<file path="config.mk">
export PLATFORM = sky130hd
export DESIGN_NAME = page_framebuffer_glyph_blitter_top
export DESIGN_NICKNAME = d
export VERILOG_FILES = /design/src/rtl/pfgb_pkg.sv /design/src/rtl/pfgb_store.sv /design/src/rtl/pfgb_seq.sv /design/src/rtl/page_framebuffer_glyph_blitter_top.sv
export SDC_FILE = /design/constraint.sdc
export NUM_CORES = 2
export LEC_CHECK = 0
export BUFFER_PORTS_ARGS = -buffer_cell sky130_fd_sc_hd__buf_2
export CAP_MARGIN = 20
export CORE_MARGIN = 8
export CORE_UTILIZATION = 55
export DETAILED_ROUTE_END_ITERATION = 7
export GPL_ROUTABILITY_DRIVEN = 0
export MAX_ROUTING_LAYER = met4
export PLACE_DENSITY_LB_ADDON = 0.1
export SYNTH_ARGS = -nofsm -noshare
export SYNTH_HDL_FRONTEND = slang
export SYNTH_SLANG_ARGS = --single-unit
</file>
<file path="constraint.sdc">
create_clock -name clk -period 6.4 [get_ports clk]
set_clock_uncertainty 0.05 [all_clocks]
set_input_delay 0.64 -clock clk [delete_from_list [all_inputs] [get_ports clk]]
set_output_delay 0.64 -clock clk [all_outputs]
set_load 0.01 [all_outputs]
</file>
<file path="src/rtl/pfgb_pkg.sv">
`timescale 1ns / 1ps

package pfgb_pkg;

    localparam int SCREEN_WIDTH  = 64;
    localparam int SCREEN_HEIGHT = 32;
    localparam int GLYPH_WIDTH   = 12;
    localparam int GLYPH_HEIGHT  = 24;

    // screen sizes are powers of two, so wrap is plain truncation
    localparam int X_W       = $clog2(SCREEN_WIDTH);
    localparam int Y_W       = $clog2(SCREEN_HEIGHT);
    localparam int PAGE_W    = Y_W - 3;
    localparam int ADDR_W    = PAGE_W + X_W;
    localparam int FB_PAGES  = (SCREEN_HEIGHT + 7) / 8;
    localparam int FB_BYTES  = FB_PAGES * SCREEN_WIDTH;

    localparam int GIDX_W      = 6;
    localparam int GLYPH_PAGES = (GLYPH_HEIGHT + 7) / 8;
    localparam int GLYPH_BYTES = GLYPH_PAGES * GLYPH_WIDTH;
    localparam int GPAGE_W     = (GLYPH_PAGES > 1) ? $clog2(GLYPH_PAGES) : 1;
    localparam int GLYPH_TAIL  = GLYPH_HEIGHT - (GLYPH_PAGES - 1) * 8;
    localparam logic [7:0] GLYPH_TAIL_MASK = 8'((16'd1 << GLYPH_TAIL) - 16'd1);

    typedef enum logic [1:0] {
        OP_CLEAR = 2'd0,
        OP_POINT = 2'd1,
        OP_GLYPH = 2'd2,
        OP_READ  = 2'd3
    } op_t;

    typedef enum logic [2:0] {
        ST_IDLE,
        ST_RD_A,
        ST_WR_A,
        ST_RD_B,
        ST_WR_B
    } state_t;

    // one decoded command: up to two byte updates
    typedef struct packed {
        logic              is_read;
        logic              two;
        logic [ADDR_W-1:0] addr_a;
        logic [7:0]        data_a;
        logic [7:0]        mask_a;
        logic [ADDR_W-1:0] addr_b;
        logic [7:0]        data_b;
        logic [7:0]        mask_b;
    } plan_t;

    // sequencer to store / merge unit
    typedef struct packed {
        logic              rd_en;
        logic [ADDR_W-1:0] rd_addr;
        logic              wr_en;
        logic [ADDR_W-1:0] wr_addr;
        logic [7:0]        wr_bits;
        logic [7:0]        wr_mask;
        logic              strobe;
    } ctl_t;

endpackage

</file>
<file path="src/rtl/pfgb_store.sv">
`timescale 1ns / 1ps

module pfgb_store
(
    input  logic                        clk,
    input  logic                        rst_n,
    input  logic                        clear,
    input  logic                        rd_en,
    input  logic [pfgb_pkg::ADDR_W-1:0] rd_addr,
    input  logic                        wr_en,
    input  logic [pfgb_pkg::ADDR_W-1:0] wr_addr,
    input  logic [7:0]                  wr_data,
    output logic [7:0]                  rd_data
);

    logic [7:0]                    mem [pfgb_pkg::FB_BYTES];
    logic [pfgb_pkg::FB_BYTES-1:0] valid_reg;
    logic [7:0]                    mem_q_reg;
    logic                          vld_q_reg;

    always_ff @(posedge clk)
    begin
        if (wr_en)
        begin
            mem[wr_addr] <= wr_data;
        end
        if (rd_en)
        begin
            mem_q_reg <= mem[rd_addr];
        end
    end

    // a byte never written since reset or clear reads as zero
    always_ff @(posedge clk or negedge rst_n)
    begin
        if (!rst_n)
        begin
            valid_reg <= '0;
            vld_q_reg <= 1'b0;
        end
        else
        begin
            if (clear)
            begin
                valid_reg <= '0;
            end
            else if (wr_en)
            begin
                valid_reg[wr_addr] <= 1'b1;
            end
            if (rd_en)
            begin
                vld_q_reg <= valid_reg[rd_addr];
            end
        end
    end

    assign rd_data = vld_q_reg ? mem_q_reg : 8'h00;

endmodule

</file>
<file path="src/rtl/pfgb_seq.sv">
`timescale 1ns / 1ps

module pfgb_seq
(
    input  logic                        clk,
    input  logic                        rst_n,
    input  logic                        start,
    input  logic [1:0]                  operation,
    input  logic [pfgb_pkg::X_W-1:0]    x_pos,
    input  logic [pfgb_pkg::Y_W-1:0]    y_pos,
    input  logic                        pixel_on,
    input  logic [7:0]                  pattern_byte,
    input  logic [pfgb_pkg::GIDX_W-1:0] glyph_byte_index,
    input  logic [pfgb_pkg::ADDR_W-1:0] read_index,
    output logic                        busy,
    output logic                        clear,
    output pfgb_pkg::ctl_t              ctl
);

    pfgb_pkg::state_t state_reg;
    pfgb_pkg::state_t state_next;
    pfgb_pkg::plan_t  plan_reg;
    pfgb_pkg::plan_t  plan_next;
    pfgb_pkg::op_t    op;

    logic                         accept;
    logic                         glyph_ok;
    logic [pfgb_pkg::GPAGE_W-1:0] gpage;
    logic [pfgb_pkg::GIDX_W-1:0]  gcol;
    logic [pfgb_pkg::X_W-1:0]     gx;
    logic [pfgb_pkg::Y_W-1:0]     gy;
    logic [pfgb_pkg::PAGE_W-1:0]  gpage_b;
    logic [7:0]                   grow_mask;
    logic [15:0]                  wide_data;
    logic [15:0]                  wide_mask;

    assign op       = pfgb_pkg::op_t'(operation);
    assign busy     = (state_reg != pfgb_pkg::ST_IDLE);
    assign accept   = start && !busy;
    assign clear    = accept && (op == pfgb_pkg::OP_CLEAR);
    assign glyph_ok = (glyph_byte_index < pfgb_pkg::GIDX_W'(pfgb_pkg::GLYPH_BYTES));

    // glyph page by compare chain, column by subtraction
    always_comb
    begin
        gpage = '0;
        for (int p = 1; p < pfgb_pkg::GLYPH_PAGES; p++)
        begin
            if (glyph_byte_index >= pfgb_pkg::GIDX_W'(p * pfgb_pkg::GLYPH_WIDTH))
            begin
                gpage = pfgb_pkg::GPAGE_W'(p);
            end
        end
    end

    assign gcol = pfgb_pkg::GIDX_W'(glyph_byte_index
                  - pfgb_pkg::GIDX_W'(gpage) * pfgb_pkg::GIDX_W'(pfgb_pkg::GLYPH_WIDTH));
    assign gx   = pfgb_pkg::X_W'(x_pos + pfgb_pkg::X_W'(gcol));
    assign gy   = pfgb_pkg::Y_W'(y_pos + (pfgb_pkg::Y_W'(gpage) << 3));
    assign gpage_b = pfgb_pkg::PAGE_W'(gy[pfgb_pkg::Y_W-1:3] + 1'b1);
    assign grow_mask = (gpage == pfgb_pkg::GPAGE_W'(pfgb_pkg::GLYPH_PAGES - 1))
                       ? pfgb_pkg::GLYPH_TAIL_MASK : 8'hFF;
    // bits below the byte boundary spill into the next page
    assign wide_data = {8'h00, pattern_byte} << gy[2:0];
    assign wide_mask = {8'h00, grow_mask} << gy[2:0];

    always_comb
    begin
        plan_next         = plan_reg;
        plan_next.is_read = 1'b0;
        plan_next.two     = 1'b0;
        plan_next.addr_b  = {gpage_b, gx};
        plan_next.data_b  = wide_data[15:8];
        plan_next.mask_b  = wide_mask[15:8];
        unique case (op)
            pfgb_pkg::OP_POINT:
            begin
                plan_next.addr_a = {y_pos[pfgb_pkg::Y_W-1:3], x_pos};
                plan_next.data_a = {8{pixel_on}};
                plan_next.mask_a = 8'h01 << y_pos[2:0];
            end
            pfgb_pkg::OP_GLYPH:
            begin
                plan_next.addr_a = {gy[pfgb_pkg::Y_W-1:3], gx};
                plan_next.data_a = wide_data[7:0];
                plan_next.mask_a = wide_mask[7:0];
                plan_next.two    = |wide_mask[15:8];
            end
            pfgb_pkg::OP_READ:
            begin
                plan_next.addr_a  = read_index;
                plan_next.is_read = 1'b1;
            end
            pfgb_pkg::OP_CLEAR:
            begin
                plan_next.addr_a = read_index;
            end
            default:
            begin
                plan_next.addr_a = read_index;
            end
        endcase
    end

    always_ff @(posedge clk)
    begin
        if (accept)
        begin
            plan_reg <= plan_next;
        end
    end

    always_ff @(posedge clk or negedge rst_n)
    begin
        if (!rst_n)
        begin
            state_reg <= pfgb_pkg::ST_IDLE;
        end
        else
        begin
            state_reg <= state_next;
        end
    end

    always_comb
    begin
        state_next = state_reg;
        unique case (state_reg)
            pfgb_pkg::ST_IDLE:
            begin
                if (accept && (op != pfgb_pkg::OP_CLEAR)
                    && ((op != pfgb_pkg::OP_GLYPH) || glyph_ok))
                begin
                    state_next = pfgb_pkg::ST_RD_A;
                end
            end
            pfgb_pkg::ST_RD_A:
            begin
                state_next = pfgb_pkg::ST_WR_A;
            end
            pfgb_pkg::ST_WR_A:
            begin
                state_next = plan_reg.two ? pfgb_pkg::ST_RD_B : pfgb_pkg::ST_IDLE;
            end
            pfgb_pkg::ST_RD_B:
            begin
                state_next = pfgb_pkg::ST_WR_B;
            end
            pfgb_pkg::ST_WR_B:
            begin
                state_next = pfgb_pkg::ST_IDLE;
            end
            default:
            begin
                state_next = pfgb_pkg::ST_IDLE;
            end
        endcase
    end

    always_comb
    begin
        ctl         = '0;
        ctl.rd_addr = plan_reg.addr_a;
        ctl.wr_addr = plan_reg.addr_a;
        ctl.wr_bits = plan_reg.data_a;
        ctl.wr_mask = plan_reg.mask_a;
        unique case (state_reg)
            pfgb_pkg::ST_IDLE:
            begin
                ctl.rd_en = 1'b0;
            end
            pfgb_pkg::ST_RD_A:
            begin
                ctl.rd_en = 1'b1;
            end
            pfgb_pkg::ST_WR_A:
            begin
                ctl.wr_en  = !plan_reg.is_read;
                ctl.strobe = plan_reg.is_read;
            end
            pfgb_pkg::ST_RD_B:
            begin
                ctl.rd_en   = 1'b1;
                ctl.rd_addr = plan_reg.addr_b;
            end
            pfgb_pkg::ST_WR_B:
            begin
                ctl.wr_en   = 1'b1;
                ctl.wr_addr = plan_reg.addr_b;
                ctl.wr_bits = plan_reg.data_b;
                ctl.wr_mask = plan_reg.mask_b;
            end
            default:
            begin
                ctl.rd_en = 1'b0;
            end
        endcase
    end

endmodule

</file>
<file path="src/rtl/page_framebuffer_glyph_blitter_top.sv">
`timescale 1ns / 1ps

// 64x32 monochrome framebuffer, page ordered: byte (y/8)*64 + x, bit y%8.
// Command channel: a word is taken on a rising edge with start high and busy
// low. operation selects clear, point, glyph byte or read; the other fields
// are used by the operations that need them.
// Result channel: a read returns read_data, shown for exactly one cycle with
// read_valid high. The receiver cannot hold it off; it must take it then.
// Operation flow from the accepting edge until busy drops:
//   clear: the whole store is wiped at the accepting edge; busy stays low.
//   point, read: memory read state, then write-back or result state.
//   glyph byte: one read and write-back if it stays inside one page byte, two
//   if it spans two; a glyph index past the glyph changes nothing.
// read_valid is raised in ST_WR_A, after the memory read in ST_RD_A. Each byte
// update is a read then a write-back, through separate store read and write ports.
// Reset clears the sequencer state and marks every byte as zero; no sweep runs.
module page_framebuffer_glyph_blitter_top
(
    input  logic       clk,
    input  logic       rst_n,
    input  logic       start,
    output logic       busy,
    input  logic [1:0] operation,
    input  logic [5:0] x_pos,
    input  logic [4:0] y_pos,
    input  logic       pixel_on,
    input  logic [7:0] pattern_byte,
    input  logic [5:0] glyph_byte_index,
    input  logic [7:0] read_index,
    output logic       read_valid,
    output logic [7:0] read_data
);

    pfgb_pkg::ctl_t ctl;
    logic           clear;
    logic [7:0]     rd_data;
    logic [7:0]     merged;

    pfgb_seq u_seq
    (
        .clk              (clk),
        .rst_n            (rst_n),
        .start            (start),
        .operation        (operation),
        .x_pos            (x_pos),
        .y_pos            (y_pos),
        .pixel_on         (pixel_on),
        .pattern_byte     (pattern_byte),
        .glyph_byte_index (glyph_byte_index),
        .read_index       (read_index),
        .busy             (busy),
        .clear            (clear),
        .ctl              (ctl)
    );

    // shared read-modify-write merge
    assign merged = (rd_data & ~ctl.wr_mask) | (ctl.wr_bits & ctl.wr_mask);

    pfgb_store u_store
    (
        .clk     (clk),
        .rst_n   (rst_n),
        .clear   (clear),
        .rd_en   (ctl.rd_en),
        .rd_addr (ctl.rd_addr),
        .wr_en   (ctl.wr_en),
        .wr_addr (ctl.wr_addr),
        .wr_data (merged),
        .rd_data (rd_data)
    );

    assign read_valid = ctl.strobe;
    assign read_data  = rd_data;

endmodule

</file>
==> flow_summary_export.csv <==
group,metric,value,unit
run_status,outcome,"finished, violations left",
run_status,failed_checks,"DRC",
critical_path,cp_cell_sequence,"nand3b_1, buf_4, mux2i_4, nor2_1, buf_4, nand2_1, a31oi_1, a31oi_1, o221ai_1, a211oi_1, o311ai_1",
pwr,power.density_cell_area,421,nW/um2
clock_tree,number_of_levels_the_h_tree_was_split_into,4,
critical_path,timing.critical_path.to_type,"register",
pwr,p_seq_share,42.4,%
timing,timing.final.crit_period,5.81,ns
pwr,sw_frac_of_total,33.7,%
routing,via_count,60200,
timing,report.final.hold_viol_count,0,
clock_tree,cts_inserted_buffers,231,
timing,max_slew.worst_pin.slew,1.34,ns
floorplanning,initial_core_util,55.2,%
timing,setup_total_negative_slack,0,ns
clock_tree,max-clock-path-buffers,3,
routing,route.antenna.remaining_nets,0,
timing,final-setup-viol-count,0,
hold_path,hold_path_class,"input port to register",
placed_design,dpl.hpwl,171000,um
critical_path,timing.critical_path.buf_inv,2,
cells_and_area,final_cell_mix,"sky130_fd_sc_hd__edfxtp_1 (2,104), sky130_fd_sc_hd__nand2_1 (1,505), sky130_fd_sc_hd__nand3_1 (515)",
cells_and_area,num-nets-final,6785,
critical_path,cp.arrival,6.34,ns
hold_path,worstHoldPathCells,2,
critical_path,r2r-end,"u_store.mem_q_reg[0]",
floorplanning,ios,49,
floorplanning,design.core.area,171000,um2
synthesis,synth-seq-area-share,73.6,%
hold_path,hold_path.startpoint,"pattern_byte[7]",
routing,drt_first_pass_iters,8,
critical_path,worst-setup-path-type,"register to register",
clock_tree,clock_latency_of_the_later_clocked_register_in_the_worst_skew_pair,0.88,ns
pwr,clockPowerShare,30.4,%
pwr,power_switching,15.0,mW
pwr,power.share.combinational,27.1,%
synthesis,netlist.top_cell.by_area,"sky130_fd_sc_hd__edfxtp_1",
pwr,ir_drop,0.304,mV
grt,wire_length_of_the_first_global_routing_pass,412000,um
clock_tree,clock_sinks,2364,
cells_and_area,largest_register_ffs,2048,
clock_tree,worst_setup_hold_path_clk_slew,0.06,ns
critical_path,startpoint_of_the_lowest_slack_register_to_register_path,"u_seq.state_reg[2]",
routing,route.detailed.vias_per_inst,6.50,
clock_tree,cts.root.buffer_cell,"sky130_fd_sc_hd__clkbuf_16",
timing,slew-limit-headroom,10.1,%
grt,grt_pass1_vias,57000,
synthesis,synth_seq_cells,2364,
synthesis,synth-async-reset-ratio,11.0,%
routing,m1_wire_length,114000,um
synthesis,syn_avg_cell_area,14.1,um2
timing,setup_repair_after_global_routing_missed_its_margin,"no",
pwr,p_leak,36.2,nW
synthesis,ys.flop_type,"sky130_fd_sc_hd__edfxtp_1",
floorplanning,placement_rows,152,
routing,postRouteWirelength,288000,um
critical_path,worstPathMaxFanout,24,
routing,first_iter_violations,8506,
cells_and_area,drive_above_1_share,11.4,%
run,maxCapViolations,0,
grt,grt_antenna_before_repair,11,
synthesis,synth_top_area_share,66.8,%
critical_path,cpLargestDelayFamily,"compound AO/OA/AOI/OAI gates",
synthesis,post_synthesis_instance_area,94600,um2
placed_design,place_inst,8799,
cells_and_area,final-instance-count-excl-fill,9260,
floorplanning,die_width,431,um
critical_path,reg2reg_setup_slack,0.59,ns
clock_tree,count_of_buffers_added_by_post_cts_timing_repair_for_setup,0,
placed_design,placement.io_buffers,48,
critical_path,cp-start-kind,"register",
timing,fmax,172,MHz
synthesis,synth-warning-count,0,
grt,grt_remaining_overflow,0,
routing,dr.max_layer_used,"met4",
cells_and_area,final_area,106000,um2
pwr,totalPowerFinal,44.5,mW
synthesis,synth_cell_type_count,71,
hold_path,min_delay_worst_endpoint,"u_seq.plan_reg[14]",
critical_path,crit_path_max_incr_delay,1.19,ns
synthesis,nets_in_the_synthesized_netlist,6742,
routing,routed-wl-met2,130000,um
clock_tree,cts_resized,0,
synthesis,syn_inst,6689,
routing,route.detailed.wl_per_inst,31.1,um
cells_and_area,final_common_cell,"sky130_fd_sc_hd__edfxtp_1",
routing,detail_route.drc_violations,7,
placed_design,post_dp_cell_area,98000,um2
floorplanning,die_height,431,um
synthesis,post_synth_edffs,2104,
pwr,p_int,29.5,mW
synthesis,synth_area_leaders,"sky130_fd_sc_hd__edfxtp_1 (67%), sky130_fd_sc_hd__dfrtp_1 (6.9%), sky130_fd_sc_hd__nand2_1 (6.0%)",
clock_tree,cts_tree,"done",
cells_and_area,syn_to_final_growth,11.7,%
grt,grt_usage,31.3,%
floorplanning,die_area,186000,um2
critical_path,cpMaxStageDelayCell,"sky130_fd_sc_hd__a211oi_1",
critical_path,worstPathRequired,6.93,ns
grt,grt_max_degree,205,
critical_path,r2r.worst_path.cells,11,
timing,slew_limit_fails,0,
timing,final.period_utilization,90.7,%
routing,routed-wl-met3,30100,um
worst reg2reg max path, cell delays in order (launching register included):
cell	delay (ns)
sky130_fd_sc_hd__dfrtp_1	0.56
sky130_fd_sc_hd__nand3b_1	0.39
sky130_fd_sc_hd__buf_4	0.54
sky130_fd_sc_hd__mux2i_4	0.70
sky130_fd_sc_hd__nor2_1	0.12
sky130_fd_sc_hd__buf_4	0.21
sky130_fd_sc_hd__nand2_1	0.51
sky130_fd_sc_hd__a31oi_1	0.10
sky130_fd_sc_hd__a31oi_1	0.56
sky130_fd_sc_hd__o221ai_1	0.43
sky130_fd_sc_hd__a211oi_1	1.19
sky130_fd_sc_hd__o311ai_1	0.17
final cells by class:
class                   count  area, um2
flip-flops and latches   2364      69700
clock inverters            92        865
repair buffers            252       2380
clock buffers             350       6650
diodes                      9       22.5
well taps                2310       2890
fillers                 12900      65700
inverters                  25       93.8
multi-input cells        3858      23100
timing repair:
item,CTS,global route
hold buffers,1,0
hold endpoints to repair,92,0
endpoints found under the setup margin,0,0
per-layer routing:
layer,up-vias,track usage [%]
met5,-,-
met4,0,12.5
met3,665,5.76
met2,3547,45.8
met1,30700,43.9
li1,25300,-
cell usage after synthesis, drive strengths merged, types with 15 or more instances:
cell type and count:
o21a 257, and3 26, nor2 292, and2 15
o2111ai 18, edfxtp 2104, mux4 143, nand3 522
dfrtp 260, nand2 1522, o21ai 55, a211oi 30
buf 262, a32oi 71, clkbuf 180, nand4 91
a21oi 199, mux2i 142, a311oi 18, a2111oi 24
a221oi 19, a31oi 153, inv 25, o22ai 17
a22oi 100
how the worst max path moves through the flow:
stage	start	end	slack, ns	cells after the start
2_1_floorplan	u_seq.state_reg[0]	u_store.mem[0][4]	0.005	9
3_3_place_gp	u_seq.state_reg[2]	u_store.mem_q_reg[5]	0.61	9
3_5_place_dp	u_seq.state_reg[2]	u_store.mem_q_reg[0]	0.88	11
4_1_cts	u_seq.state_reg[2]	u_store.mem_q_reg[0]	0.88	11
5_1_grt	u_seq.state_reg[2]	u_store.mem_q_reg[0]	0.73	11
6_report	u_seq.state_reg[2]	u_store.mem_q_reg[0]	0.59	11
power groups by stage:
stage	clock network, mW	logic (mW)	registers (mW)
detailed placement	0	11.8	19.2
global placement	0	11.7	19.2
CTS	13.6	11.8	18.9
floorplan	0	6.47	19.7
finish	13.5	12.1	18.9
global route	14.2	12.5	18.9
stage by stage:
stage	setup slack (ns)	util, %	hold slack (ns)
2_1_floorplan	0.00493	-	0.294
3_3_place_gp	0.606	57.2	0.418
3_5_place_dp	0.880	57.2	0.426
4_1_cts	0.881	61.6	0.0104
5_1_grt	0.731	61.7	0.0406
6_report	0.593	61.7	0.0653
logic make-up (layout without fill, tap and decap cells):
| kind of cell | after synthesis | count (layout) | synth area share, % |
|---|---|---|---|
| AOI/OAI and AO/OA | 1011 | 1011 | 7.41 |
| xor gates and xnor gates | 9 | 9 | 0.0833 |
| adders and majority gates | 14 | 14 | 0.209 |
| buffers and inverters | 467 | 719 | 2.33 |
| DFF | 2364 | 2364 | 73.6 |
| muxes | 298 | 298 | 5.08 |
| other | 0 | 9 | 0 |
| and+or+nand+nor | 2526 | 2526 | 11.2 |
Power figures use the tool's default switching activity.
